[src/rtl/expr_lex_pkg.sv]
// Package for the expression scanner: scanner modes, token kinds, character
// codes, the token record and character-class helpers.
// No dependencies.
package expr_lex_pkg;

  localparam int DEF_POS_BITS  = 16;
  localparam int DEF_LINE_BITS = 16;

  // Output field widths are fixed by the token format.
  localparam int TOK_W  = 16;
  localparam int KIND_W = 5;

  typedef logic [KIND_W-1:0] kind_t;

  typedef enum logic [2:0] {
    MODE_IDLE,
    MODE_IDENT,
    MODE_INT,
    MODE_DOT,
    MODE_FRAC
  } lex_mode_t;

  localparam kind_t KIND_EOF    = 5'd0;
  localparam kind_t KIND_ERROR  = 5'd1;
  localparam kind_t KIND_IDENT  = 5'd2;
  localparam kind_t KIND_NUMBER = 5'd3;
  localparam kind_t KIND_VAR_X  = 5'd4;
  localparam kind_t KIND_LPAREN = 5'd7;
  localparam kind_t KIND_RPAREN = 5'd8;
  localparam kind_t KIND_PLUS   = 5'd9;
  localparam kind_t KIND_MINUS  = 5'd10;
  localparam kind_t KIND_STAR   = 5'd11;
  localparam kind_t KIND_SLASH  = 5'd12;
  localparam kind_t KIND_CARET  = 5'd13;
  localparam kind_t KIND_COMMA  = 5'd14;
  localparam kind_t KIND_LESS   = 5'd15;
  localparam kind_t KIND_GREATER = 5'd16;

  localparam logic [7:0] CH_NUL   = 8'h00;
  localparam logic [7:0] CH_TAB   = 8'h09;
  localparam logic [7:0] CH_NL    = 8'h0A;
  localparam logic [7:0] CH_CR    = 8'h0D;
  localparam logic [7:0] CH_SPACE = 8'h20;
  localparam logic [7:0] CH_DOT   = 8'h2E;
  localparam logic [7:0] CH_X     = 8'h78;
  localparam logic [7:0] CH_Z     = 8'h7A;

  typedef struct packed {
    kind_t            kind;
    logic [TOK_W-1:0] start;
    logic [TOK_W-1:0] length;
    logic [TOK_W-1:0] line;
  } token_t;

  function automatic logic is_letter(input logic [7:0] c);
    return (c >= 8'h61 && c <= 8'h7A) || (c >= 8'h41 && c <= 8'h5A);
  endfunction

  function automatic logic is_numeral(input logic [7:0] c);
    return c >= 8'h30 && c <= 8'h39;
  endfunction

  function automatic kind_t single_kind(input logic [7:0] c);
    kind_t k;
    unique case (c)
      8'h28:   k = KIND_LPAREN;
      8'h29:   k = KIND_RPAREN;
      8'h2B:   k = KIND_PLUS;
      8'h2D:   k = KIND_MINUS;
      8'h2A:   k = KIND_STAR;
      8'h2F:   k = KIND_SLASH;
      8'h5E:   k = KIND_CARET;
      8'h2C:   k = KIND_COMMA;
      8'h3C:   k = KIND_LESS;
      8'h3E:   k = KIND_GREATER;
      default: k = KIND_ERROR;
    endcase
    return k;
  endfunction

endpackage

[src/rtl/expression_lexer_unit.sv]
// Expression scanner top level: input byte register, scanner state and
// token decode, three-entry token buffer.
// Depends on expr_lex_pkg.
//
// Usage:
//   Input channel (in_valid / in_stall / text_byte) carries one text byte per
//   request; a zero byte ends the text. Output channel (out_valid / out_stall
//   / token_*) carries one token per request; last_of_run marks the final
//   token caused by one input byte.
//   Path: a byte taken into the input register is decoded into the token
//   buffer once the buffer is free, and its tokens are shown from there.
//   Throughput: one byte per cycle while each byte yields at most one token
//   and the receiver takes tokens as they come. A byte that yields two or
//   three tokens (number closed by a dot with no digit, or a token flushed
//   ahead of EOF / an operator) holds the decode until the last of its tokens
//   is being taken, since the buffer drains one token per cycle.
//   Reset: offset 0, line 1, scanner idle, input register and token buffer
//   empty. A zero byte restarts the same way after its EOF token.
//   Receiver stall: tokens wait in the buffer; the one input register still
//   takes a byte, then in_stall rises until the buffer frees.
module expression_lexer_unit #(
  parameter int POS_BITS  = expr_lex_pkg::DEF_POS_BITS,
  parameter int LINE_BITS = expr_lex_pkg::DEF_LINE_BITS
) (
  input  logic                                clk,
  input  logic                                rst,
  input  logic                                in_valid,
  output logic                                in_stall,
  input  logic [7:0]                          text_byte,
  output logic                                out_valid,
  input  logic                                out_stall,
  output expr_lex_pkg::kind_t                 token_kind,
  output logic [expr_lex_pkg::TOK_W-1:0]      token_start,
  output logic [expr_lex_pkg::TOK_W-1:0]      token_length,
  output logic [expr_lex_pkg::TOK_W-1:0]      token_line,
  output logic                                last_of_run
);
  import expr_lex_pkg::*;

  // Input register
  logic       in_full;
  logic [7:0] in_byte;

  // Scanner state
  lex_mode_t             mode, mode_next;
  logic [POS_BITS-1:0]   byte_position, byte_position_next;
  logic [LINE_BITS-1:0]  line_count, line_count_next;
  logic [POS_BITS-1:0]   pending_start, pending_start_next;
  logic [POS_BITS-1:0]   dot_offset, dot_offset_next;
  logic [7:0]            first_letter, first_letter_next;
  logic                  single_letter, single_letter_next;

  // Token buffer: loaded whole, drained from head
  token_t     slots [3];
  logic [1:0] cnt;
  logic [1:0] head;

  token_t     toks [3];
  logic [1:0] n_tok;

  logic advance;
  logic out_take;

  assign out_valid = (cnt != 2'd0);
  assign out_take  = out_valid && !out_stall;
  // Decode only into a buffer that is empty, or emptied by this cycle's take.
  assign advance   = in_full && ((cnt == 2'd0) || ((cnt == 2'd1) && !out_stall));
  assign in_stall  = in_full && !advance;

  assign token_kind   = slots[head].kind;
  assign token_start  = slots[head].start;
  assign token_length = slots[head].length;
  assign token_line   = slots[head].line;
  assign last_of_run  = (cnt == 2'd1);

  // Token decode and next state for the byte held in the input register.
  always_comb begin
    logic             taken;
    logic             restart;
    kind_t            id_kind;
    logic [TOK_W-1:0] line16;
    logic [TOK_W-1:0] pos16;

    taken   = 1'b0;
    restart = 1'b0;
    n_tok   = 2'd0;
    for (int i = 0; i < 3; i++) begin
      toks[i] = '0;
    end
    line16 = TOK_W'(line_count);
    pos16  = TOK_W'(byte_position);

    mode_next          = mode;
    byte_position_next = byte_position;
    line_count_next    = line_count;
    pending_start_next = pending_start;
    dot_offset_next    = dot_offset;
    first_letter_next  = first_letter;
    single_letter_next = single_letter;

    id_kind = KIND_IDENT;
    if (single_letter && first_letter >= CH_X && first_letter <= CH_Z) begin
      id_kind = KIND_VAR_X + KIND_W'(first_letter - CH_X);
    end

    // Close a pending identifier or number.
    unique case (mode)
      MODE_IDENT: begin
        if (is_letter(in_byte) || is_numeral(in_byte)) begin
          single_letter_next = 1'b0;
          taken = 1'b1;
        end else begin
          toks[0] = '{id_kind, TOK_W'(pending_start),
                      TOK_W'(byte_position - pending_start), line16};
          n_tok = 2'd1;
          mode_next = MODE_IDLE;
        end
      end
      MODE_INT: begin
        if (is_numeral(in_byte)) begin
          taken = 1'b1;
        end else if (in_byte == CH_DOT) begin
          dot_offset_next = byte_position;
          mode_next = MODE_DOT;
          taken = 1'b1;
        end else begin
          toks[0] = '{KIND_NUMBER, TOK_W'(pending_start),
                      TOK_W'(byte_position - pending_start), line16};
          n_tok = 2'd1;
          mode_next = MODE_IDLE;
        end
      end
      MODE_DOT: begin
        if (is_numeral(in_byte)) begin
          mode_next = MODE_FRAC;
          taken = 1'b1;
        end else begin
          // Number ends before the dot; the lone dot is an error token.
          toks[0] = '{KIND_NUMBER, TOK_W'(pending_start),
                      TOK_W'(dot_offset - pending_start), line16};
          toks[1] = '{KIND_ERROR, TOK_W'(dot_offset), TOK_W'(1), line16};
          n_tok = 2'd2;
          mode_next = MODE_IDLE;
        end
      end
      MODE_FRAC: begin
        if (is_numeral(in_byte)) begin
          taken = 1'b1;
        end else begin
          toks[0] = '{KIND_NUMBER, TOK_W'(pending_start),
                      TOK_W'(byte_position - pending_start), line16};
          n_tok = 2'd1;
          mode_next = MODE_IDLE;
        end
      end
      default: mode_next = MODE_IDLE;
    endcase

    // The byte itself, when the pending token did not absorb it.
    if (!taken) begin
      priority if (in_byte == CH_NUL) begin
        toks[n_tok] = '{KIND_EOF, pos16, TOK_W'(0), line16};
        n_tok = n_tok + 2'd1;
        restart = 1'b1;
      end else if (in_byte == CH_SPACE || in_byte == CH_TAB || in_byte == CH_CR) begin
        // whitespace
      end else if (in_byte == CH_NL) begin
        if (line_count != {LINE_BITS{1'b1}}) begin
          line_count_next = line_count + 1'b1;
        end
      end else if (is_letter(in_byte)) begin
        mode_next          = MODE_IDENT;
        pending_start_next = byte_position;
        first_letter_next  = in_byte;
        single_letter_next = 1'b1;
      end else if (is_numeral(in_byte)) begin
        mode_next          = MODE_INT;
        pending_start_next = byte_position;
      end else begin
        toks[n_tok] = '{single_kind(in_byte), pos16, TOK_W'(1), line16};
        n_tok = n_tok + 2'd1;
      end
    end

    if (restart) begin
      mode_next          = MODE_IDLE;
      byte_position_next = '0;
      line_count_next    = LINE_BITS'(1);
      pending_start_next = '0;
      dot_offset_next    = '0;
      first_letter_next  = '0;
      single_letter_next = 1'b0;
    end else if (byte_position != {POS_BITS{1'b1}}) begin
      byte_position_next = byte_position + 1'b1;
    end
  end

  // Input register
  always_ff @(posedge clk) begin
    if (rst) begin
      in_full <= 1'b0;
    end else if (!in_stall) begin
      in_full <= in_valid;
    end
    if (!in_stall && in_valid) begin
      in_byte <= text_byte;
    end
  end

  // Scanner state
  always_ff @(posedge clk) begin
    if (rst) begin
      mode          <= MODE_IDLE;
      byte_position <= '0;
      line_count    <= LINE_BITS'(1);
      pending_start <= '0;
      dot_offset    <= '0;
      first_letter  <= '0;
      single_letter <= 1'b0;
    end else if (advance) begin
      mode          <= mode_next;
      byte_position <= byte_position_next;
      line_count    <= line_count_next;
      pending_start <= pending_start_next;
      dot_offset    <= dot_offset_next;
      first_letter  <= first_letter_next;
      single_letter <= single_letter_next;
    end
  end

  // Token buffer
  always_ff @(posedge clk) begin
    if (rst) begin
      cnt  <= 2'd0;
      head <= 2'd0;
    end else if (advance) begin
      cnt  <= n_tok;
      head <= 2'd0;
    end else if (out_take) begin
      cnt  <= cnt - 2'd1;
      head <= head + 2'd1;
    end
    if (advance) begin
      for (int i = 0; i < 3; i++) begin
        slots[i] <= toks[i];
      end
    end
  end

  // Checks
  a_no_overwrite: assert property (@(posedge clk) disable iff (rst)
    advance |-> (cnt == 2'd0) || ((cnt == 2'd1) && out_take))
    else $error("token buffer loaded while holding untaken tokens");

  a_eof_last: assert property (@(posedge clk) disable iff (rst)
    out_valid && token_kind == KIND_EOF |-> last_of_run)
    else $error("EOF token not last of its run");

  a_restart: assert property (@(posedge clk) disable iff (rst)
    advance && in_byte == CH_NUL |=> byte_position == '0 && mode == MODE_IDLE
      && line_count == LINE_BITS'(1))
    else $error("scanner did not restart after end of text");

  a_line_nonzero: assert property (@(posedge clk) disable iff (rst)
    line_count != '0)
    else $error("line count reached zero");

endmodule
[config.mk]
export PLATFORM = sky130hd
export DESIGN_NAME = expression_lexer_unit
export DESIGN_NICKNAME = d
export VERILOG_FILES = /design/src/rtl/expr_lex_pkg.sv /design/src/rtl/expression_lexer_unit.sv
export SDC_FILE = /design/constraint.sdc
export NUM_CORES = 1
export LEC_CHECK = 0
export ABC_CLOCK_PERIOD_IN_PS = 17300
export BUFFER_PORTS_ARGS = -buffer_cell sky130_fd_sc_hd__buf_2
export CELL_PAD_IN_SITES_DETAIL_PLACEMENT = 2
export CELL_PAD_IN_SITES_GLOBAL_PLACEMENT = 2
export CORE_AREA = 2 2 204 206
export CTS_CLUSTER_DIAMETER = 50
export CTS_CLUSTER_SIZE = 12
export DETAILED_ROUTE_END_ITERATION = 10
export DIE_AREA = 0 0 206 208
export PLACE_DENSITY_LB_ADDON = 0.2
export SETUP_SLACK_MARGIN = 0.3
export SLEW_MARGIN = 20
export SYNTH_ARGS = -nofsm -noshare
export SYNTH_HDL_FRONTEND = slang
export SYNTH_SLANG_ARGS = --single-unit
[constraint.sdc]
create_clock -name clk -period 17.3 [get_ports clk]
set_input_delay 0.865 -clock clk [delete_from_list [all_inputs] [get_ports clk]]
set_output_delay 0.865 -clock clk [all_outputs]
set_load 0.01 [all_outputs]
# Word level (Yosys, flattened, before mapping)
# Memories as Yosys holds them, arrays and structs flattened. A register that Yosys moved wholly into a read port is not among the register bits.
# Cells that the tools add are included.
# classes
n_reduce_logical	37
addsub	9
bitwise_logic	1
order_cmp	10
eq_ne	27
n_mux	96
# ops
operator	n
$mux 159	6
$bwmux 159	2
$mux 16	19
$pmux 53 s4	1
$mux 53	3
$mux 50	3
$demux 53 s2	1
$mux 103	1
$eq 8x6->1 const B	11
$pmux 5 s10	1
$mux 8	6
$mux 5	7
$mux 3	11
$add 16x1->16 const B	2
$ne 16x16->1 const B	2
$sub 16x16->16	2
$eq 8x4->1 const B	3
$ge 8x7->1 const B	3
$le 8x7->1 const B	3
$mux 2	12
$mux 1	20
$reduce_and 6->1	3
$reduce_bool 2->1	8
$pmux 3 s4	1
26 further kinds	49
# word_totals
mem_count	1
input_bits	12
word_cells	192
out_inout_bits	56
ram_bits	159
register_bits	89
# mem_list
memory	depth	word_bits	read_ports	rd_ports_with_merged_regs	write_ports	line	rtl
slots	3	53	1	1	3	expression_lexer_unit.sv:54	token_t slots [3];

# Longest topological paths before layout
# Gate-level depths: netlist of run 1.
# logic_depth
ltp_word	18
ltp_mapped	15
mapped_depth_nobuf	11

# Worst setup path after synthesis of run 1
# No wires, ideal clock.
# synth_timing
kind	input port to flip-flop
start	input port out_stall
end	register mode[0]
setup_time_ns	0.083
required_time_ns	17.217
setup_slack_ns	11.275
t_arrival_ns	5.942
cell_stages	8
path_buffers	2
path_cell_list	nand2b_1 > and2_1 > nand2b_1 > clkbuf_1 > inv_1 > clkbuf_1 > o2111ai_1 > a21oi_1
# synth_via
elab_chain_cells	4
# synth_lines
element	line	rtl
start, declared	expression_lexer_unit.sv:31	input logic out_stall,
$logic_not 1->1	expression_lexer_unit.sv:67	assign advance = in_full && ((cnt == 2'd0) || ((cnt == 2'd1) && !out_stall));
$logic_and 1x1->1	expression_lexer_unit.sv:67	
$logic_or 1x1->1	expression_lexer_unit.sv:67	
$logic_and 1x1->1	expression_lexer_unit.sv:67	
named net advance	expression_lexer_unit.sv:61	logic advance;
end signal, assigned	expression_lexer_unit.sv:221	mode <= mode_next;
end, declared	expression_lexer_unit.sv:45	lex_mode_t mode, mode_next;
# The timed path passes the listed nets, and every way through them passes these cells.
# A chain may end at the register's enable or synchronous reset.

==> results of run 1 <==
-- through the flow --
step                instances  cell area (sq um)  hold slack [ps]
floorplan                1232              12000              432
detailed placement       1767              12800              456
finish                   1831              14000              494
global route             1831              14000              504
global placement         1767              12800              451
CTS                      1831              14000              487
-- power by group through the flow --
| stage | logic [uW] | clock network (uW) | registers [uW] |
|---|---|---|---|
| global placement | 171 | 0 | 625 |
| finish | 170 | 685 | 615 |
| detailed placement | 174 | 0 | 627 |
| global route | 188 | 723 | 620 |
| floorplan | 111 | 0 | 623 |
| CTS | 175 | 701 | 616 |
-- worst paths after layout --
path / from / end / slack (ps)
setup / recovery: in_byte[4] / slots[1][3] / 12900
setup reg to reg: in_byte[4] / slots[1][3] / 12900
hold / removal: first_letter[6] / first_letter[6] / 490
hold reg to reg: first_letter[6] / first_letter[6] / 490
-- worst max-delay path, stage by stage (launching register included) --
cell and delay [ps]:
edfxtp_1 640, or4b_2 720, o21ai_1 200, nor2_1 60
nor3_1 330, or2_2 260, inv_1 300, ha_1 390
and2_1 170, buf_4 220, nor2_4 630, nor2b_1 140
-- synthesized netlist by cell type, types with 8 or more instances --
cell      count
ha_1         41
and3_1       43
edfxtp_1    137
inv_1        41
nand2b_1     10
or3_1        13
nand3_1      31
nor3b_1       8
dfxtp_1      83
mux2i_1      48
nor3_1       38
a22oi_1      22
o21a_1       11
a22o_1       15
nor4_2        8
o21ai_0      68
nor2b_1      21
xnor2_1      33
buf_2        16
nor2_1      142
xor2_1       12
a21oi_1      62
clkbuf_1     51
and2_1       33
nand2_1     104
-- cells by family (layout without fill, tap and decap cells) --
kind of cell / Yosys count / count (layout) / share of synthesized area [%]
mux: 62 / 62 / 5.53
simple gates: 492 / 492 / 20.9
flops: 220 / 220 / 48.0
fa+ha+maj: 43 / 43 / 4.60
compound gates: 248 / 248 / 13.4
xor+xnor: 45 / 45 / 3.28
buf+inv: 122 / 189 / 4.22
-- registers in the layout, summed over array words and instances (netlist names), named ones only --
signal,flops
byte_position,16
mode,3
in_byte,8
dot_offset,16
head,2
pending_start,16
single_letter,1
cnt,2
slots,129
in_full,1
line_count,16
first_letter,8
-- area by class of cell --
cell class,instances,area share (%)
sequential,220,41.4
multi-input combinational,890,41.3
clock buffer,39,6.52
tap,532,4.77
timing repair buffer,84,3.32
clock inverter,25,1.53
inverter,41,1.14
-- layer usage --
| metal | share of wire (%) | routed length, um | up-vias |
|---|---|---|---|
| met5 | 0 | 0 | - |
| met4 | 2.7 | 1050 | 0 |
| met3 | 2.5 | 979 | 53 |
| met2 | 49 | 18700 | 115 |
| met1 | 46 | 17700 | 4823 |
| li1 | - | - | 4524 |
==> metrics.yaml, run 1 <==
status: "completed"
cp-end-kind: "flop"
clk_path_buf_depth: 3
synth_edf_count: 137
cts_made_buffers: 35
power.switching_uw: 412
pin_count: 68
crit_type: "flop to flop"
synth.distinct_cells: 79
ff_latch_area_sq_um: 5780
yosys-top-cells-area: "edfxtp_1 34%, dfxtp_1 14%, nor2_1 4.4%"
dr.pass1.iters: 4
post_cts_buffers: 0
clock_skew_ps: 24.2
hold_violations: 0
period_needed_ps: 4400
rsz0062_at_grt: "false"
final_common_cell: "nor2_1"
synth_top_area_cell: "edfxtp_1"
clkPwrFrac_pct: 46.6
nets: 1327
via_per_inst: 5.20
async_reset_ff_share_pct: 0
n_antenna_cell: 0
p_leak_uw: 0.00495
initial_core_util_pct: 29.6
die_area_sq_um: 42800
power.density_nw_per_um2: 105
startpoint_type: "flop"
synth_seq_cells: 220
finalMaxSlewViolations: 0
drive_above_1_share_pct: 14.7
core_area_sq_um: 40600
die_y_um: 208
routedWlPerCell_um: 21.0
cts_root_buf: "clkbuf_16"
min_path_cells: 2
fin_crit_sh_pct: 25.4
antenna_found_initial: 0
tns_ps: 0
multi_input_area_sq_um: 5770
critical_path_peak_fanout: 26
ant_nets: 0
seqPwrFrac_pct: 41.9
most-common-layout-cells: "140 x nor2_1, 137 x edfxtp_1, 104 x nand2_1, 81 x dfxtp_1, 68 x o21ai_0"
setup_viol: 0
max-cap-violations: 0
ctsResizeCount: 0
drc_errors: 0
fin_ws_ps: 12900
grtUsageMet3_pct: 2.43
fillers: 4405
syn_inst: 1232
grt_pass1_wl_um: 60000
grt_pass1_vias: 10100
tightestPinTransition_ps: 1100
syn_area_sq_um: 12000
yosysWarnings: 0
portBuffers: 67
gp_congestion: 0.755
clk_pin_slew_worst_paths_ps: 50
use_met1_pct: 23.4
clkLatencyLatePin_ps: 530
use_met2_pct: 30.9
htree_levels: 2
wl_um: 38400
worstHoldPathType: "flop to flop"
drtIter0Drc: 409
die_x_um: 206
finish.utilization_pct: 34.4
power_frac_comb_pct: 11.5
vdd_drop_max_uv: 42.9
post-place-ws_ps: 12950
grt_max_degree: 84
ys_seq_area_share_pct: 48.0
vias: 9515
area_growth_pct: 16.2
avgSynthCellArea_sq_um: 9.76
num_rows: 74
grt.total_usage_pct: 18.0
synth_flop_cell: "edfxtp_1"
post-synth-top-area-fraction_pct: 34.2
switching_share_pct: 28.0
worst-r2r-cell-count: 11
syn-num-nets: 1287
overflow: 0
crit_required_ps: 17530
cp.arrival_ps: 4630
hold_buffers: 0
timing.slew.headroom_pct: 26.9
hpwl_um: 25500
max_freq_mhz: 227
cts.sinks: 220
design_power_total_uw: 1470
grt_busiest_layer: "met2"
cts_tree: "done"
p_int_uw: 1060
No activity file was read; power rests on OpenSTA's default activity.
==> inputs of run 2 (changes only) <==
ABC_CLOCK_PERIOD_IN_PS = 4300   (was 17300)
clock period = 4.3 ns   (was 17.3 ns; I/O delays follow)
==> run 2 against run 1 <==
Compared with the run above:
- die area unchanged
- sequential share of layout area decreased by 0.98 points
- critical path depth increased by 1
- setup slack got worse by 12000 ps
- sequential power increased to 4.0 times the previous value
- fmax increased by 18%
- non-clock buffer count increased by 34
- routed wire length increased by 1.5%
- clock skew decreased by 14 ps
- register-to-register slack got worse by 12000 ps
- largest cell class unchanged
- highest routed layer unchanged
==> metrics.yaml, run 2 (same netlist as run 1, synthesis figures left out) <==
crit_type: "flop to flop"
crit_buf_inv: 3  # +1
wl_met2_um: 19000  # +1.6%
finalInstanceArea_sq_um: 14300  # +2.4%
area_growth_pct: 19.0
nets: 1360  # +2.5%
cts_made_buffers: 34  # -2.9%
clock_skew_ps: 10.2  # -14.0 ps
pin_count: 68  # unchanged
power.switching_uw: 1570  # +280%
crit_required_ps: 4560  # -12970 ps
postPlaceCellArea_sq_um: 13000  # +1.2%
fillers: 4469  # +1.5%
drt-met1-wl_um: 18100  # +2.4%
hold_violations: 0  # unchanged
num_rows: 74  # unchanged
grt.total_usage_pct: 18.2  # +0.24 points
power.density_nw_per_um2: 417  # +300%
rsz0062_at_grt: "false"
die_y_um: 208  # unchanged
routedWlPerCell_um: 20.9  # -0.21%
top_register: "slots"
highest_layer: "met4"
wl_um: 39000  # +1.5%
critical_path_peak_fanout: 8  # -69%
tns_ps: 0  # unchanged
dr_wl_met3_um: 1130  # +16%
drive_above_1_share_pct: 15.6  # +0.92 points
p_leak_uw: 0.00512  # +3.5%
antenna_found_initial: 0  # unchanged
cpMostUsedCell: "nor2_1"
vdd_drop_max_uv: 204  # +370%
p_int_uw: 4400  # +320%
drtIter0Drc: 381  # -6.8%
initial_core_util_pct: 29.6  # unchanged
crit_family: "simple AND/OR/NAND/NOR gates"
cp-end-kind: "flop"
setup_viol: 0  # unchanged
ant_nets: 0  # unchanged
multi_input_area_sq_um: 5780  # about the same
final_common_cell: "nor2_1"
clkPwrFrac_pct: 46.6  # about the same
switching_share_pct: 26.3  # -1.7 points
max-cap-violations: 0  # unchanged
overflow: 0  # unchanged
timing.slew.headroom_pct: 38.9  # +12 points
hpwl_um: 26600  # +4.2%
max_freq_mhz: 269  # +18%
clk_pin_slew_worst_paths_ps: 50  # about the same
most-common-layout-cells: "141 x nor2_1, 137 x edfxtp_1, 104 x nand2_1, 81 x dfxtp_1, 68 x o21ai_0"
dr.pass1.iters: 4  # unchanged
fin_hold_ws_ps: 186  # -308 ps
die_x_um: 206  # unchanged
gp_congestion: 0.748  # -0.99%
drc_errors: 0  # unchanged
startpoint_type: "flop"
cts_root_buf: "clkbuf_16"
cp.arrival_ps: 3980  # -650 ps
core_area_sq_um: 40600  # unchanged
cp_cell_sequence: "or4b_2 -> o21ai_1 -> nor2_1 -> nor3_2 -> or2_2 -> ha_1 -> inv_1 -> o41ai_4 -> buf_6 -> buf_12 -> nor2_1 -> a22o_1"
clkLatencyLatePin_ps: 510  # -20 ps
seqPwrFrac_pct: 41.5  # -0.4 points
grt_pass1_vias: 10200  # +0.38%
cts_tree: "done"
cts.sinks: 220  # unchanged
slowest_delay_ps: 750  # +30 ps
cp_slowest_cell: "or4b_2"
worstHoldPathType: "primary input to flop"
grt_max_degree: 63  # -25%
htree_levels: 2  # unchanged
largest_register_ffs: 129  # unchanged
n_antenna_cell: 0  # unchanged
finalMaxSlewViolations: 0  # unchanged
status: "completed"
clk_path_buf_depth: 3  # unchanged
period_needed_ps: 3720  # -683 ps
fin_crit_sh_pct: 86.4  # +61 points
via_per_inst: 5.17  # -0.46%
grt_pass1_wl_um: 60700  # +1.1%
tightestPinTransition_ps: 893  # -204 ps
ff_latch_area_sq_um: 5780  # unchanged
die_area_sq_um: 42800  # unchanged
power_frac_comb_pct: 11.9  # +0.4 points
portBuffers: 67  # unchanged
vias: 9637  # +1.3%
==> run 2: path summary, 6_finish.rpt <==
| check | to | slack [ps] | depth (start not counted) | startpoint |
|---|---|---|---|---|
| worst min-delay path | flop | 190 | 4 | out_stall |
| worst min register to register | in_full | 480 | 2 | in_full |
| worst max-delay path | slots[0][29] | 580 | 12 | in_byte[7] |
| worst max register to register | slots[0][29] | 580 | 12 | in_byte[7] |
==> run 2: layer usage <==
metal / GRT usage (%) / vias to the layer above
li1: - / 4578
met1: 24.5 / 4904
met2: 30.9 / 111
met3: 2.49 / 44
met4: 4.21 / 0
met5: 0 / -
==> run 2: repair_timing <==
action / CTS / global route
hold buffers: 9 / 0
hold endpoints to repair: 9 / 0
buffers inserted: 0 / 5
setup endpoints to repair: 0 / 8
gates resized for setup: 0 / 2
==> run 2: power groups by stage <==
| stage | clock (uW) | combinational (uW) | sequential, uW |
|---|---|---|---|
| after floorplan | 0 | 446 | 2490 |
| after global placement | 0 | 703 | 2520 |
| after detailed placement | 0 | 715 | 2520 |
| after CTS | 2850 | 727 | 2480 |
| after global routing | 2920 | 786 | 2490 |
| final | 2780 | 710 | 2480 |
==> run 2: final cells by class <==
cell class              count  share of cell area, %
clock buffers              46                   6.93
multi-input cells         890                   40.4
clock inverters            16                   1.04
repair buffers            118                   5.47
inverters                  41                   1.11
flip-flops and latches    220                   40.4
well taps                 532                   4.65
==> run 2: metrics by stage <==
stage	instances	power, uW	setup WS, ps	utilization, %
after floorplan	1232	2940	690	-
after global placement	1787	3220	534	32.0
after detailed placement	1787	3240	365	32.0
after CTS	1858	6060	326	35.1
after global routing	1863	6200	350	35.3
final	1863	5970	583	35.3
==> run 2: worst reg2reg max path, delay by kind of cell (launching register included) <==
family / cells / cell delay (ps)
simple gates: 5 / 1390
compound gates: 3 / 870
flops: 1 / 480
buf+inv: 3 / 430
fa+ha+maj: 1 / 280
